<file path="src/rtl/ghs_pkg.sv">
package ghs_pkg;

	localparam int MAX_RESULTS = 8;
	localparam int RES_CW      = 4;
	localparam int RES_IW      = 3;
	localparam int NODE_W_MAX  = 16;
	localparam int W_BITS      = 17;
	localparam int LVL_BITS    = 4;
	localparam logic [W_BITS-1:0] INF_WEIGHT = 17'd100000;

	typedef enum logic [3:0] {
		C_LOAD      = 4'd0,
		C_START     = 4'd1,
		C_CONNECT   = 4'd2,
		C_INITIATE  = 4'd3,
		C_TEST      = 4'd4,
		C_ACCEPT    = 4'd5,
		C_REJECT    = 4'd6,
		C_REPORT    = 4'd7,
		C_CHROOT    = 4'd8,
		C_TERMINATE = 4'd9,
		C_IDLE      = 4'd10,
		C_QUERY     = 4'd11
	} cmd_t;

	typedef enum logic [3:0] {
		K_CONNECT   = 4'd0,
		K_INITIATE  = 4'd1,
		K_TEST      = 4'd2,
		K_ACCEPT    = 4'd3,
		K_REJECT    = 4'd4,
		K_REPORT    = 4'd5,
		K_CHROOT    = 4'd6,
		K_TERMINATE = 4'd7,
		K_NONE      = 4'd8
	} kind_t;

	typedef enum logic [1:0] {
		M_BASIC    = 2'd0,
		M_BRANCH   = 2'd1,
		M_REJECTED = 2'd2
	} mark_t;

	typedef enum logic [1:0] {
		D_CONNECT = 2'd0,
		D_REPORT  = 2'd1,
		D_TEST    = 2'd2
	} def_t;

	typedef struct packed {
		kind_t                  kind;
		logic [NODE_W_MAX-1:0]  dest;
		logic [LVL_BITS-1:0]    lvl;
		logic [W_BITS-1:0]      name;
		logic                   st;
		logic [W_BITS-1:0]      weight;
		logic [1:0]             status;
	} res_t;

	function automatic res_t mk_res(kind_t k, logic [NODE_W_MAX-1:0] d,
			logic [LVL_BITS-1:0] l, logic [W_BITS-1:0] n, logic s,
			logic [W_BITS-1:0] w, logic [1:0] m);
		res_t r;
		r.kind   = k;
		r.dest   = d;
		r.lvl    = l;
		r.name   = n;
		r.st     = s;
		r.weight = w;
		r.status = m;
		return r;
	endfunction

endpackage

</file>
<file path="src/rtl/ghs_defer_fifo.sv">
module ghs_defer_fifo import ghs_pkg::*; #(
	parameter int DEPTH = 16,
	parameter int DW    = 31
) (
	input  logic          clk,
	input  logic          arst_n,
	input  logic          push,
	input  logic [DW-1:0] push_data,
	input  logic          pop,
	output logic [DW-1:0] pop_data,
	output logic          empty,
	output logic          full
);

	localparam int PW = (DEPTH > 1) ? $clog2(DEPTH) : 1;
	localparam int FW = $clog2(DEPTH + 1);

	logic [DW-1:0] mem [DEPTH];
	logic [PW-1:0] head_q, tail_q;
	logic [FW-1:0] fill_q;
	logic [DW-1:0] rd_q;

	assign empty    = (fill_q == '0);
	assign full     = (fill_q == FW'(DEPTH));
	assign pop_data = rd_q;

	always_ff @(posedge clk) begin
		if (push) begin
			mem[tail_q] <= push_data;
		end
		if (pop) begin
			rd_q <= mem[head_q];
		end
	end

	always_ff @(posedge clk or negedge arst_n) begin
		if (!arst_n) begin
			head_q <= '0;
			tail_q <= '0;
			fill_q <= '0;
		end else begin
			if (push) begin
				tail_q <= (tail_q == PW'(DEPTH - 1)) ? '0 : tail_q + PW'(1);
			end
			if (pop) begin
				head_q <= (head_q == PW'(DEPTH - 1)) ? '0 : head_q + PW'(1);
			end
			if (push && !pop) begin
				fill_q <= fill_q + FW'(1);
			end else if (pop && !push) begin
				fill_q <= fill_q - FW'(1);
			end
		end
	end

endmodule

</file>
<file path="src/rtl/ghs_res_buf.sv">
module ghs_res_buf import ghs_pkg::*; (
	input  logic clk,
	input  logic arst_n,
	input  logic clr,
	input  logic wr,
	input  res_t wr_data,
	input  logic adv,
	output res_t head,
	output logic last_entry
);

	res_t              buf_q [MAX_RESULTS];
	logic [RES_CW-1:0] count_q;
	logic [RES_IW-1:0] rd_q;

	always_comb begin
		if (count_q == '0) begin
			head       = mk_res(K_NONE, '0, '0, '0, 1'b0, '0, '0);
			last_entry = 1'b1;
		end else begin
			head       = buf_q[rd_q];
			last_entry = ({1'b0, rd_q} == count_q - RES_CW'(1));
		end
	end

	always_ff @(posedge clk) begin
		if (wr && count_q < RES_CW'(MAX_RESULTS)) begin
			buf_q[count_q[RES_IW-1:0]] <= wr_data;
		end
	end

	always_ff @(posedge clk or negedge arst_n) begin
		if (!arst_n) begin
			count_q <= '0;
			rd_q    <= '0;
		end else if (clr) begin
			count_q <= '0;
			rd_q    <= '0;
		end else begin
			if (wr && count_q < RES_CW'(MAX_RESULTS)) begin
				count_q <= count_q + RES_CW'(1);
			end
			if (adv) begin
				rd_q <= rd_q + RES_IW'(1);
			end
		end
	end

endmodule

</file>
<file path="src/rtl/ghs_mst_node_controller_core.sv">
// One node of the GHS minimum spanning tree protocol. Each word on the request channel is an
// edge load, a start, a received protocol message, an idle slot that replays one deferred
// message, or an edge query; the node answers with one to eight result words, the final one
// flagged by last. The request channel is stalled while an item is processed and drained. An
// edge load or query passes through S_FINISH before its result word is offered in S_DRAIN; a
// message is handled by passes of the single scan and compare unit over the edge table
// (sender lookup, branch broadcast, basic edge search, child count), and its result words are
// then drained as they are taken. An idle slot first does the registered read of the deferral
// queue in S_FIFO_RD.
module ghs_mst_node_controller_core import ghs_pkg::*; #(
	parameter int MAX_NEIGHBORS = 8,
	parameter int DEFER_DEPTH   = 16,
	parameter int NODE_ID_BITS  = 8
) (
	input  logic                    clk,
	input  logic                    arst_n,
	input  logic                    req_valid,
	output logic                    req_stall,
	input  logic [3:0]              cmd,
	input  logic [NODE_ID_BITS-1:0] sender,
	input  logic [3:0]              level,
	input  logic [16:0]             frag_name,
	input  logic                    node_state,
	input  logic [16:0]             weight,
	input  logic [2:0]              entry_sel,
	output logic                    rsp_valid,
	input  logic                    rsp_stall,
	output logic [3:0]              kind,
	output logic [NODE_ID_BITS-1:0] dest,
	output logic [3:0]              out_level,
	output logic [16:0]             out_name,
	output logic                    out_state,
	output logic [16:0]             out_weight,
	output logic [1:0]              edge_status,
	output logic                    halted,
	output logic                    overflow,
	output logic                    last
);

	localparam int NB = NODE_ID_BITS;
	localparam int CW = $clog2(MAX_NEIGHBORS + 1);
	localparam int IW = (MAX_NEIGHBORS > 1) ? $clog2(MAX_NEIGHBORS) : 1;
	localparam int DW = 2 + NB + LVL_BITS + W_BITS;
	localparam logic [NB:0] NODE_NONE = {1'b1, {NB{1'b0}}};

	typedef enum logic [3:0] {
		S_IDLE, S_FIFO_RD, S_FIND, S_EXEC, S_SEARCH, S_BASIC,
		S_KIDS, S_RCHK, S_BCAST, S_FINISH, S_DRAIN
	} state_t;

	state_t state_q;

	logic [NB-1:0]     edge_nb [MAX_NEIGHBORS];
	logic [W_BITS-1:0] edge_wt [MAX_NEIGHBORS];
	mark_t             edge_mk [MAX_NEIGHBORS];
	logic [CW-1:0]     edge_cnt_q;

	logic [3:0]        frag_level_q;
	logic [W_BITS-1:0] frag_ident_q;
	logic              mode_found_q;
	logic [NB-1:0]     parent_q;
	logic [W_BITS-1:0] best_weight_q;
	logic [NB:0]       best_node_q;
	logic [NB:0]       test_target_q;
	logic [3:0]        report_count_q;
	logic              pend_test_q, pend_conn_q, pend_rep_q;
	logic              halt_q, ovf_q;

	cmd_t              op_cmd_q;
	logic [NB-1:0]     op_snd_q;
	logic [3:0]        op_lvl_q;
	logic [W_BITS-1:0] op_val_q;
	logic              op_st_q;
	logic [NB:0]       key_q;
	logic              cr_q;
	logic [IW-1:0]     e_q;
	logic [CW-1:0]     idx_q;
	logic [3:0]        kids_q;
	logic [NB:0]       excl_q;
	kind_t             bc_kind_q;
	logic              bc_search_q;

	logic              emit_q;
	res_t              emit_d_q;
	logic              push_q;
	logic [DW-1:0]     push_d_q;

	logic              accept, rsp_take, pop, fifo_empty, fifo_full;
	logic [DW-1:0]     pop_data;
	res_t              head;
	logic              head_last;
	cmd_t              cmd_in;
	logic [W_BITS-1:0] wsat;
	logic [IW-1:0]     qsel;
	logic              in_range;
	logic [NB-1:0]     cur_nb;
	mark_t             cur_mk;
	logic [NB-1:0]     e_nb;
	logic [W_BITS-1:0] e_wt;
	mark_t             e_mk;
	logic [3:0]        lvl_inc;
	def_t              d_what;
	logic [NB-1:0]     d_from;
	logic [3:0]        d_lvl;
	logic [W_BITS-1:0] d_val;

	assign accept    = req_valid && !req_stall;
	assign req_stall = (state_q != S_IDLE);
	assign rsp_valid = (state_q == S_DRAIN);
	assign rsp_take  = rsp_valid && !rsp_stall;
	assign cmd_in    = cmd_t'(cmd);
	assign wsat      = (weight > INF_WEIGHT) ? INF_WEIGHT : weight;
	assign qsel      = IW'(entry_sel);
	assign in_range  = (idx_q < edge_cnt_q);
	assign cur_nb    = edge_nb[idx_q[IW-1:0]];
	assign cur_mk    = edge_mk[idx_q[IW-1:0]];
	assign e_nb      = edge_nb[e_q];
	assign e_wt      = edge_wt[e_q];
	assign e_mk      = edge_mk[e_q];
	assign lvl_inc   = (frag_level_q == 4'd15) ? 4'd15 : frag_level_q + 4'd1;
	assign pop       = accept && cmd_in == C_IDLE && !halt_q && !fifo_empty;
	assign d_what    = def_t'(pop_data[DW-1 -: 2]);
	assign d_from    = pop_data[DW-3 -: NB];
	assign d_lvl     = pop_data[W_BITS +: LVL_BITS];
	assign d_val     = pop_data[W_BITS-1:0];

	assign kind        = head.kind;
	assign dest        = head.dest[NB-1:0];
	assign out_level   = head.lvl;
	assign out_name    = head.name;
	assign out_state   = head.st;
	assign out_weight  = head.weight;
	assign edge_status = head.status;
	assign halted      = halt_q;
	assign overflow    = ovf_q;
	assign last        = head_last;

	ghs_defer_fifo #(
		.DEPTH(DEFER_DEPTH),
		.DW   (DW)
	) u_fifo (
		.clk      (clk),
		.arst_n   (arst_n),
		.push     (push_q),
		.push_data(push_d_q),
		.pop      (pop),
		.pop_data (pop_data),
		.empty    (fifo_empty),
		.full     (fifo_full)
	);

	ghs_res_buf u_res (
		.clk       (clk),
		.arst_n    (arst_n),
		.clr       (accept),
		.wr        (emit_q),
		.wr_data   (emit_d_q),
		.adv       (rsp_take && !head_last),
		.head      (head),
		.last_entry(head_last)
	);

	always_ff @(posedge clk or negedge arst_n) begin
		if (!arst_n) begin
			state_q        <= S_IDLE;
			edge_cnt_q     <= '0;
			frag_level_q   <= '0;
			frag_ident_q   <= '0;
			mode_found_q   <= 1'b0;
			parent_q       <= '0;
			best_weight_q  <= '0;
			best_node_q    <= '0;
			test_target_q  <= '0;
			report_count_q <= '0;
			pend_test_q    <= 1'b0;
			pend_conn_q    <= 1'b0;
			pend_rep_q     <= 1'b0;
			halt_q         <= 1'b0;
			ovf_q          <= 1'b0;
			emit_q         <= 1'b0;
			push_q         <= 1'b0;
		end else begin
			emit_q <= 1'b0;
			push_q <= 1'b0;
			unique case (state_q)
				S_IDLE: begin
					if (accept) begin
						ovf_q <= 1'b0;
						state_q <= S_FINISH;
						if (cmd_in == C_LOAD) begin
							if (edge_cnt_q < CW'(MAX_NEIGHBORS)) begin
								edge_nb[edge_cnt_q[IW-1:0]] <= sender;
								edge_wt[edge_cnt_q[IW-1:0]] <= wsat;
								edge_mk[edge_cnt_q[IW-1:0]] <= M_BASIC;
								edge_cnt_q <= edge_cnt_q + CW'(1);
							end else begin
								ovf_q <= 1'b1;
							end
						end else if (cmd_in == C_QUERY) begin
							emit_q <= 1'b1;
							if ({5'd0, entry_sel} < 8'(edge_cnt_q)) begin
								emit_d_q <= mk_res(K_NONE, NODE_W_MAX'(edge_nb[qsel]), '0, '0,
									1'b0, edge_wt[qsel], edge_mk[qsel]);
							end else begin
								emit_d_q <= mk_res(K_NONE, '0, '0, '0, 1'b0, '0, '0);
							end
						end else if (halt_q || cmd_in > C_QUERY) begin
							state_q <= S_FINISH;
						end else if (cmd_in == C_START) begin
							frag_level_q   <= '0;
							mode_found_q   <= 1'b1;
							report_count_q <= '0;
							pend_conn_q    <= 1'b0;
							pend_rep_q     <= 1'b0;
							if (edge_cnt_q != '0) begin
								edge_mk[0]  <= M_BRANCH;
								pend_conn_q <= 1'b1;
								emit_q      <= 1'b1;
								emit_d_q    <= mk_res(K_CONNECT, NODE_W_MAX'(edge_nb[0]), '0, '0,
									1'b0, '0, '0);
							end
						end else if (cmd_in == C_IDLE) begin
							if (!fifo_empty) begin
								state_q <= S_FIFO_RD;
							end
						end else begin
							op_cmd_q <= cmd_in;
							op_snd_q <= sender;
							op_lvl_q <= level;
							op_val_q <= (cmd_in == C_REPORT) ? wsat : frag_name;
							op_st_q  <= node_state;
							key_q    <= {1'b0, sender};
							cr_q     <= 1'b0;
							idx_q    <= '0;
							state_q  <= S_FIND;
						end
					end
				end
				S_FIFO_RD: begin
					op_snd_q <= d_from;
					op_lvl_q <= d_lvl;
					op_val_q <= d_val;
					key_q    <= {1'b0, d_from};
					cr_q     <= 1'b0;
					idx_q    <= '0;
					unique case (d_what)
						D_CONNECT: begin
							op_cmd_q <= C_CONNECT;
							state_q  <= S_FIND;
						end
						D_REPORT: begin
							op_cmd_q <= C_REPORT;
							state_q  <= S_EXEC;
						end
						default: begin
							op_cmd_q <= C_TEST;
							state_q  <= S_FIND;
						end
					endcase
				end
				S_FIND: begin
					if (in_range) begin
						if ({1'b0, cur_nb} == key_q) begin
							e_q     <= idx_q[IW-1:0];
							state_q <= S_EXEC;
						end else begin
							idx_q <= idx_q + CW'(1);
						end
					end else begin
						state_q <= S_FINISH;
					end
				end
				S_EXEC: begin
					state_q <= S_FINISH;
					if (cr_q) begin
						if (e_mk == M_BRANCH) begin
							emit_q   <= 1'b1;
							emit_d_q <= mk_res(K_CHROOT, NODE_W_MAX'(best_node_q[NB-1:0]), '0,
								'0, 1'b0, '0, '0);
						end else begin
							edge_mk[e_q] <= M_BRANCH;
							if (!pend_conn_q) begin
								pend_conn_q <= 1'b1;
								emit_q      <= 1'b1;
								emit_d_q    <= mk_res(K_CONNECT,
									NODE_W_MAX'(best_node_q[NB-1:0]), frag_level_q, '0,
									1'b0, '0, '0);
							end
						end
					end else begin
						unique case (op_cmd_q)
							C_CONNECT: begin
								if (op_lvl_q < frag_level_q) begin
									edge_mk[e_q] <= M_BRANCH;
									emit_q   <= 1'b1;
									emit_d_q <= mk_res(K_INITIATE, NODE_W_MAX'(op_snd_q),
										frag_level_q, frag_ident_q, mode_found_q, '0, '0);
								end else if (e_mk == M_BASIC) begin
									if (fifo_full) begin
										ovf_q <= 1'b1;
									end else begin
										push_q   <= 1'b1;
										push_d_q <= {D_CONNECT, op_snd_q, op_lvl_q, {W_BITS{1'b0}}};
									end
								end else begin
									emit_q   <= 1'b1;
									emit_d_q <= mk_res(K_INITIATE, NODE_W_MAX'(op_snd_q),
										lvl_inc, e_wt, 1'b0, '0, '0);
								end
							end
							C_INITIATE: begin
								frag_level_q  <= op_lvl_q;
								frag_ident_q  <= op_val_q;
								mode_found_q  <= op_st_q;
								parent_q      <= op_snd_q;
								best_node_q   <= NODE_NONE;
								best_weight_q <= INF_WEIGHT;
								test_target_q <= NODE_NONE;
								pend_conn_q   <= 1'b0;
								pend_rep_q    <= 1'b0;
								if (!op_st_q) begin
									report_count_q <= '0;
								end
								excl_q      <= {1'b0, op_snd_q};
								bc_kind_q   <= K_INITIATE;
								bc_search_q <= !op_st_q;
								idx_q       <= '0;
								state_q     <= S_BCAST;
							end
							C_TEST: begin
								if (op_lvl_q > frag_level_q) begin
									if (fifo_full) begin
										ovf_q <= 1'b1;
									end else begin
										push_q   <= 1'b1;
										push_d_q <= {D_TEST, op_snd_q, op_lvl_q, op_val_q};
									end
								end else if (op_val_q == frag_ident_q) begin
									if (e_mk == M_BASIC) begin
										edge_mk[e_q] <= M_REJECTED;
									end
									if ({1'b0, e_nb} != test_target_q) begin
										emit_q   <= 1'b1;
										emit_d_q <= mk_res(K_REJECT, NODE_W_MAX'(op_snd_q), '0,
											'0, 1'b0, '0, '0);
									end else begin
										state_q <= S_SEARCH;
									end
								end else begin
									emit_q   <= 1'b1;
									emit_d_q <= mk_res(K_ACCEPT, NODE_W_MAX'(op_snd_q), '0, '0,
										1'b0, '0, '0);
								end
							end
							C_ACCEPT: begin
								pend_test_q   <= 1'b0;
								test_target_q <= NODE_NONE;
								if (e_wt < best_weight_q) begin
									best_weight_q <= e_wt;
									best_node_q   <= {1'b0, op_snd_q};
								end
								idx_q   <= '0;
								kids_q  <= '0;
								state_q <= S_KIDS;
							end
							C_REJECT: begin
								pend_test_q <= 1'b0;
								if (e_mk == M_BASIC) begin
									edge_mk[e_q] <= M_REJECTED;
								end
								state_q <= S_SEARCH;
							end
							C_REPORT: begin
								if (op_snd_q != parent_q) begin
									if (op_val_q < best_weight_q) begin
										best_weight_q <= op_val_q;
										best_node_q   <= {1'b0, op_snd_q};
									end
									if (report_count_q != 4'd15) begin
										report_count_q <= report_count_q + 4'd1;
									end
									idx_q   <= '0;
									kids_q  <= '0;
									state_q <= S_KIDS;
								end else if (!mode_found_q) begin
									if (fifo_full) begin
										ovf_q <= 1'b1;
									end else begin
										push_q   <= 1'b1;
										push_d_q <= {D_REPORT, op_snd_q, {LVL_BITS{1'b0}}, op_val_q};
									end
								end else if (op_val_q > best_weight_q) begin
									key_q   <= best_node_q;
									cr_q    <= 1'b1;
									idx_q   <= '0;
									state_q <= S_FIND;
								end else if (op_val_q == best_weight_q &&
										best_weight_q == INF_WEIGHT) begin
									halt_q      <= 1'b1;
									excl_q      <= NODE_NONE;
									bc_kind_q   <= K_TERMINATE;
									bc_search_q <= 1'b0;
									idx_q       <= '0;
									state_q     <= S_BCAST;
								end
							end
							C_CHROOT: begin
								key_q   <= best_node_q;
								cr_q    <= 1'b1;
								idx_q   <= '0;
								state_q <= S_FIND;
							end
							default: begin
								halt_q      <= 1'b1;
								excl_q      <= {1'b0, op_snd_q};
								bc_kind_q   <= K_TERMINATE;
								bc_search_q <= 1'b0;
								idx_q       <= '0;
								state_q     <= S_BCAST;
							end
						endcase
					end
				end
				S_SEARCH: begin
					idx_q <= '0;
					if (!pend_test_q) begin
						state_q <= S_BASIC;
					end else begin
						test_target_q <= NODE_NONE;
						kids_q        <= '0;
						state_q       <= S_KIDS;
					end
				end
				S_BASIC: begin
					if (in_range) begin
						if (cur_mk == M_BASIC) begin
							pend_test_q   <= 1'b1;
							test_target_q <= {1'b0, cur_nb};
							emit_q        <= 1'b1;
							emit_d_q      <= mk_res(K_TEST, NODE_W_MAX'(cur_nb), frag_level_q,
								frag_ident_q, 1'b0, '0, '0);
							state_q       <= S_FINISH;
						end else begin
							idx_q <= idx_q + CW'(1);
						end
					end else begin
						test_target_q <= NODE_NONE;
						idx_q         <= '0;
						kids_q        <= '0;
						state_q       <= S_KIDS;
					end
				end
				S_KIDS: begin
					if (in_range) begin
						if (cur_mk == M_BRANCH && cur_nb != parent_q && kids_q != 4'd15) begin
							kids_q <= kids_q + 4'd1;
						end
						idx_q <= idx_q + CW'(1);
					end else begin
						state_q <= S_RCHK;
					end
				end
				S_RCHK: begin
					if (report_count_q == kids_q && test_target_q == NODE_NONE && !pend_rep_q) begin
						pend_rep_q   <= 1'b1;
						mode_found_q <= 1'b1;
						emit_q       <= 1'b1;
						emit_d_q     <= mk_res(K_REPORT, NODE_W_MAX'(parent_q), '0, '0, 1'b0,
							best_weight_q, '0);
					end
					state_q <= S_FINISH;
				end
				S_BCAST: begin
					if (in_range) begin
						if (cur_mk == M_BRANCH && {1'b0, cur_nb} != excl_q) begin
							emit_q <= 1'b1;
							if (bc_kind_q == K_INITIATE) begin
								emit_d_q <= mk_res(K_INITIATE, NODE_W_MAX'(cur_nb), frag_level_q,
									frag_ident_q, mode_found_q, '0, '0);
							end else begin
								emit_d_q <= mk_res(K_TERMINATE, NODE_W_MAX'(cur_nb), '0, '0,
									1'b0, '0, '0);
							end
						end
						idx_q <= idx_q + CW'(1);
					end else begin
						state_q <= bc_search_q ? S_SEARCH : S_FINISH;
					end
				end
				S_FINISH: begin
					state_q <= S_DRAIN;
				end
				S_DRAIN: begin
					if (rsp_take && head_last) begin
						state_q <= S_IDLE;
					end
				end
				default: begin
					state_q <= S_IDLE;
				end
			endcase
		end
	end

endmodule
</file>
<file path="config.mk">
export PLATFORM = sky130hd
export DESIGN_NAME = ghs_mst_node_controller_core
export DESIGN_NICKNAME = d
export VERILOG_FILES = /design/src/rtl/ghs_pkg.sv /design/src/rtl/ghs_defer_fifo.sv /design/src/rtl/ghs_res_buf.sv /design/src/rtl/ghs_mst_node_controller_core.sv
export SDC_FILE = /design/constraint.sdc
export NUM_CORES = 2
export LEC_CHECK = 0
export BUFFER_PORTS_ARGS = -buffer_cell sky130_fd_sc_hd__buf_4
export CAP_MARGIN = 15
export CORE_MARGIN = 10
export CORE_UTILIZATION = 50
export CTS_BUF_LIST = sky130_fd_sc_hd__clkbuf_2 sky130_fd_sc_hd__clkbuf_4 sky130_fd_sc_hd__clkbuf_8
export CTS_CLUSTER_DIAMETER = 50
export DETAILED_ROUTE_END_ITERATION = 8
export PLACE_DENSITY = 0.69
export SETUP_SLACK_MARGIN = 0.2
export SYNTH_ARGS = -nofsm -noshare
export SYNTH_HDL_FRONTEND = slang
export SYNTH_HIERARCHICAL = 1
export SYNTH_SLANG_ARGS = --single-unit
</file>
<file path="constraint.sdc">
create_clock -name clk -period 14.6 [get_ports clk]
set_input_delay 2.92 -clock clk [delete_from_list [all_inputs] [get_ports clk]]
set_output_delay 2.92 -clock clk [all_outputs]
set_load 0.005 [all_outputs]
</file>
==> Word level (Yosys, flattened, before mapping) <==
Memory sizes are Yosys's and may differ from the RTL's. A register that Yosys moved wholly into a read port is not among the register bits.
Cells that the tools add are included.
{ "totals": {"reg_bits": 265, "ram_bits": 1200, "in_bits": 58, "out_inout_bits": 58, "elab_cells": 599, "n_memories": 5} }
{ "mem_list": {"columns": ["memory", "depth", "word_bits", "rd", "rd_ports_with_merged_regs", "write_ports", "line", "text"], "rows": [
  ["u_fifo.mem", 16, 31, 1, 1, 1, "ghs_defer_fifo.sv:18", "logic [DW-1:0] mem [DEPTH];"],
  ["u_res.buf_q", 8, 61, 1, 0, 1, "ghs_res_buf.sv:12", "res_t buf_q [MAX_RESULTS];"],
  ["edge_wt", 8, 17, 2, 1, 1, "ghs_mst_node_controller_core.sv:54", "logic [W_BITS-1:0] edge_wt [MAX_NEIGHBORS];"],
  ["edge_nb", 8, 8, 4, 2, 1, "ghs_mst_node_controller_core.sv:53", "logic [NB-1:0] edge_nb [MAX_NEIGHBORS];"],
  ["edge_mk", 8, 2, 3, 2, 1, "ghs_mst_node_controller_core.sv:55", "mark_t edge_mk [MAX_NEIGHBORS];"]
]} }
{ "op_classes": {"n_addsub": 12, "order_cmp": 11, "n_eq_ne": 112, "mux": 319, "n_bitwise": 11, "reduce_logical": 86} }
{ "ops": {"columns": ["operator", "count"], "rows": [
  ["$mux 61", 20],
  ["$pmux 61 s5", 1],
  ["$mux 4", 76],
  ["$mux 31", 8],
  ["$mux 9", 22],
  ["$mux 17", 11],
  ["$pmux 61 s2", 1],
  ["$mux 1", 120],
  ["$pmux 31 s3", 1],
  ["$pmux 9 s3", 3],
  ["$ne 2x2->1 const B", 39],
  ["$ne 3x3->1 const B", 21],
  ["$mux 60", 1],
  ["$pmux 4 s2", 7],
  ["$pmux 17 s3", 1],
  ["$mux 49", 1],
  ["$mux 8", 6],
  ["$pmux 4 s6", 2],
  ["$reduce_and 8->1", 6],
  ["$pmux 4 s11", 1],
  ["$eq 4x3->1 const B", 9],
  ["$eq 4x4->1 const B", 9],
  ["$pmux 9 s2", 2],
  ["$eq 17x17->1", 2],
  ["other kinds (67)", 181]
]} }

==> Depth between registers and ports, before layout <==
{ "logic_depth": {"depth_word": 13, "mapped_depth": 16, "depth_no_buf": 12} }

==> Cells and area by module <==
The synthesis kept the hierarchy.
{ "modules_own_cells": {"columns": ["mod", "n_inst", "cells_each", "area_each_um2", "seq_area_each_um2"], "rows": [
  ["ghs_mst_node_controller_core", 1, 1771, 23741.5, 13212.7],
  ["ghs_defer_fifo", 1, 894, 20454.6, 16150.5],
  ["ghs_res_buf", 1, 775, 18846.8, 14829.2]
]} }

==> Worst setup path after synthesis <==
OpenSTA, ideal clock, no wires.
{ "synth_path": {"path_type": "input to register", "from": "input cmd[1]", "to": "register emit_d_q[0] (netlist bit) (enable)", "setup_time_ns": 0.543, "t_arrival_ns": 8.230, "t_required_ns": 14.057, "slack_ns": 5.827, "cell_stages": 9, "n_path_buf": 1, "path_cell_list": "clkbuf_1 > nor3_1 > nand2_1 > nor3_1 > o21ai_0 > nand2b_1 > nand3_1 > a211o_1 > a211oi_1"} }
{ "synth_between": {"elab_chain_len": 4, "elab_cells_between_ends": 10, "cone_classes": "1 x order compare; 6 x eq/ne; 3 x reduce/logical"} }
{ "synth_lines": {"columns": ["item", "line", "text"], "rows": [
  ["start, declared", "ghs_mst_node_controller_core.sv:19", "input logic [3:0] cmd,"],
  ["$gt 4x4->1", "ghs_mst_node_controller_core.sv:207", "end else if (halt_q || cmd_in > C_QUERY) begin"],
  ["$logic_or 1x1->1", "ghs_mst_node_controller_core.sv:207", null],
  ["$ne 3x3->1 (no line)", null, null],
  ["$reduce_and 17->1 (no line) (*)", null, null],
  ["end signal, assigned", "ghs_mst_node_controller_core.sv:202", "emit_d_q <= mk_res(K_NONE, NODE_W_MAX'(edge_nb[qsel]), '0, '0,"],
  ["end signal, assigned", "ghs_mst_node_controller_core.sv:205", "emit_d_q <= mk_res(K_NONE, '0, '0, '0, 1'b0, '0, '0);"],
  ["end signal, assigned", "ghs_mst_node_controller_core.sv:219", "emit_d_q <= mk_res(K_CONNECT, NODE_W_MAX'(edge_nb[0]), '0, '0,"],
  ["end, declared", "ghs_mst_node_controller_core.sv:84", "res_t emit_d_q;"]
]} }
Every way passes the cells marked *; elsewhere a longest branch is shown, timed or not.
A chain may end at the register's enable or synchronous reset.

==> Final worst setup path <==
{ "layout_path": {"from": "register u_res.rd_q[0]", "to": "output out_weight[7]"} }
{ "layout_between": {"elab_chain_len": 2} }
{ "layout_lines": {"columns": ["item", "line", "text"], "rows": [
  ["start, declared", "ghs_res_buf.sv:14", "logic [RES_IW-1:0] rd_q;"],
  ["start signal, assigned", "ghs_res_buf.sv:44", "rd_q <= rd_q + RES_IW'(1);"],
  ["$mem_v2 8x61", null, null],
  ["$mux 61", "ghs_res_buf.sv:17", "if (count_q == '0) begin"],
  ["end, declared", "ghs_mst_node_controller_core.sv:33", "output logic [16:0] out_weight,"]
]} }
No other way between the ends.

==> impl_metrics.json <==
{
  "status": "finished, final reports clean",
  "cts_resized": 0,
  "mappedNetlistArea_um2": 60700,
  "hold_buffers": 0,
  "cap_violations": 0,
  "worst_setup_path_start_kind": "flip-flop",
  "ant_nets": 0,
  "drt_iter0_drc": 3438,
  "dieArea_um2": 136000,
  "num_vias": 33100,
  "dp_hpwl_um": 91500,
  "postCtsSetupRepairBufs": 0,
  "holdWs_ns": 0.512,
  "finalWorstSetupSlack_ns": 7.94,
  "rsz0062_at_grt": "no",
  "grt_pass1_vias": 33600,
  "io_pins": 116,
  "cts_sinks": 1427,
  "period_share_pct": 45.6,
  "finClkSkew_ns": 0.0422,
  "fill_cells": 9071,
  "insertion_delay_ns": 0.91,
  "grt_first_pass_wirelength_um": 220000,
  "clk_path_buf_depth": 3,
  "synthesis.nets": 3470,
  "tritoncts": "done",
  "gp_congestion": 0.947,
  "fp.dieW_um": 368,
  "layout_min_cycle_time_ns": 6.66,
  "initial_core_util_pct": 50.4,
  "antenna_found_initial": 9,
  "crit_path_cell_trace": "buf_4 > mux4_1 > a22o_1 > buf_4",
  "syn_area_per_cell_um2": 18.1,
  "drive_above_1_share_pct": 28.5,
  "powerDensity_nw_per_um2": 146,
  "pre_cts_slack_ns": 8.52,
  "timing.setup.tns_ns": 0,
  "fin_nets": 3698,
  "cp_max_fo": 47,
  "die_y_um": 368,
  "grt_usage_pct": 21.6,
  "synth_warnings": 6,
  "vdd_drop_max_v": 0.0000919,
  "grt_start_max_net_pins": 76,
  "p_leak_uw": 0.0225,
  "end_kind": "primary output",
  "rows": 127,
  "maxSlewViolCount": 0,
  "numCtsBuffers": 220,
  "crit_arrival_ns": 3.74,
  "worst_ep_required_time_ns": 11.68,
  "drcViolationCount": 0,
  "wl_per_cell_um": 27.5,
  "max-slew-margin-rel_pct": 22.8,
  "clk_pin_slew_ns": 0.06,
  "area_delta_synth_final_pct": 12.0,
  "root_buffer": "clkbuf_8",
  "crit_path_frequent_cell": "buf_4",
  "slowest_delay_ns": 1.03,
  "tightest_slew_ns": 1.16,
  "hold_path.class": "reg -> reg",
  "ctsHtreeMaxLevel": 4,
  "critPathSlowestCell": "dfrtp_4",
  "port_buffers": 115,
  "final_hold_viol_count": 0,
  "setup_viol": 0,
  "syn_inst": 3351,
  "grt.overflow.total": 0,
  "drt-total-wl_um": 148000,
  "report.power.total_uw": 9940,
  "path_class": "reg -> out",
  "fmax_ghz": 0.150,
  "dr.pass1.iters": 6,
  "avgViaCountPerCell": 6.15,
  "coreArea_um2": 120000
}
[layer usage]
layer	vias to the layer above	share of wire [%]	track usage, %
met2	1401	50	35.6
li1	14100	-	-
met1	17300	40	28.6
met5	-	0.040	0
met4	8	3.0	7.53
met3	288	7.4	4.23
[area by class of cell]
class	count	area, µm²	area share (%)
sequential	1427	42300	62.2
multi-input combinational	1667	17500	25.7
clock buffer	303	3690	5.44
tap	1612	2020	2.97
timing repair buffer	197	1480	2.18
clock inverter	110	746	1.10
inverter	66	248	0.365
antenna	6	15.0	0.0221
[layout by cell type (no fill, tap or decap), types with 32 or more instances in the layout]
| cell | count |
|---|---|
| a22oi_1 | 42 |
| nor2_1 | 107 |
| dfrtp_1 | 100 |
| a22o_1 | 71 |
| clkinv_2 | 36 |
| inv_1 | 60 |
| buf_4 | 197 |
| nor2b_1 | 39 |
| mux4_2 | 337 |
| mux2_2 | 63 |
| xnor2_1 | 48 |
| clkbuf_8 | 227 |
| a21oi_1 | 71 |
| clkinv_1 | 49 |
| nand2_1 | 172 |
| edfxtp_1 | 1317 |
| ha_1 | 60 |
| o21ai_1 | 32 |
| mux2i_1 | 82 |
| clkbuf_4 | 76 |
| o21ai_0 | 94 |
[where the power goes]
part,switching (µW),leakage (µW),internal (µW)
Combinational,920,0.00682,779
Sequential,238,0.0133,4680
Clock,1560,0.00235,1760
Total,2720,0.0225,7220
[through the flow]
step	area, µm²	utilization (%)	std cells
after floorplan	60700	-	3351
after detailed placement	63500	52.8	4969
after global placement	63500	52.8	4969
after CTS	67900	56.5	5382
after global routing	68000	56.5	5387
final	68000	56.5	5388
[worst max-delay path, delay by kind of cell (launching register included)]
| kind | cells | cell delay [ns] |
|---|---|---|
| flops | 1 | 1.03 |
| buf+inv | 2 | 0.79 |
| mux | 1 | 0.63 |
| compound gates | 1 | 0.27 |
[flip-flops by register name, indices dropped and copies added, names as in the netlist, 5 cells and up, named ones only]
register,count
frag_ident_q,17
push_d_q,31
best_node_q,9
op_val_q,17
u_res/buf_q,424
edge_wt,136
u_fifo/fill_q,5
parent_q,8
emit_d_q,53
op_snd_q,8
test_target_q,9
key_q,9
edge_mk,16
u_fifo/pop_data,31
edge_nb,64
best_weight_q,17
u_fifo/mem,496
excl_q,9
[path summary, 6_finish.rpt]
| kind | start | endpoint | slack (ns) | cells past startpoint |
|---|---|---|---|---|
| max | u_res/rd_q[0]$_DFFE_PN0P_ | out_weight[7] | 7.94 | 4 |
| min | best_node_q[8]$_DFFE_PN0P_ | best_node_q[8]$_DFFE_PN0P_ | 0.51 | 2 |
| max reg2reg | flip-flop | best_weight_q[9]$_DFFE_PN0P_ | 9.23 | 13 |
| min reg2reg | best_node_q[8]$_DFFE_PN0P_ | best_node_q[8]$_DFFE_PN0P_ | 0.51 | 2 |
| max in group asynchronous | arst_n | u_fifo/head_q[0]$_DFFE_PN0P_ | 11.15 | 2 |
| min in group asynchronous | arst_n | state_q[1]$_DFFE_PN0P_ | 2.12 | 1 |
Note: power is estimated with default switching activity, not from simulation.
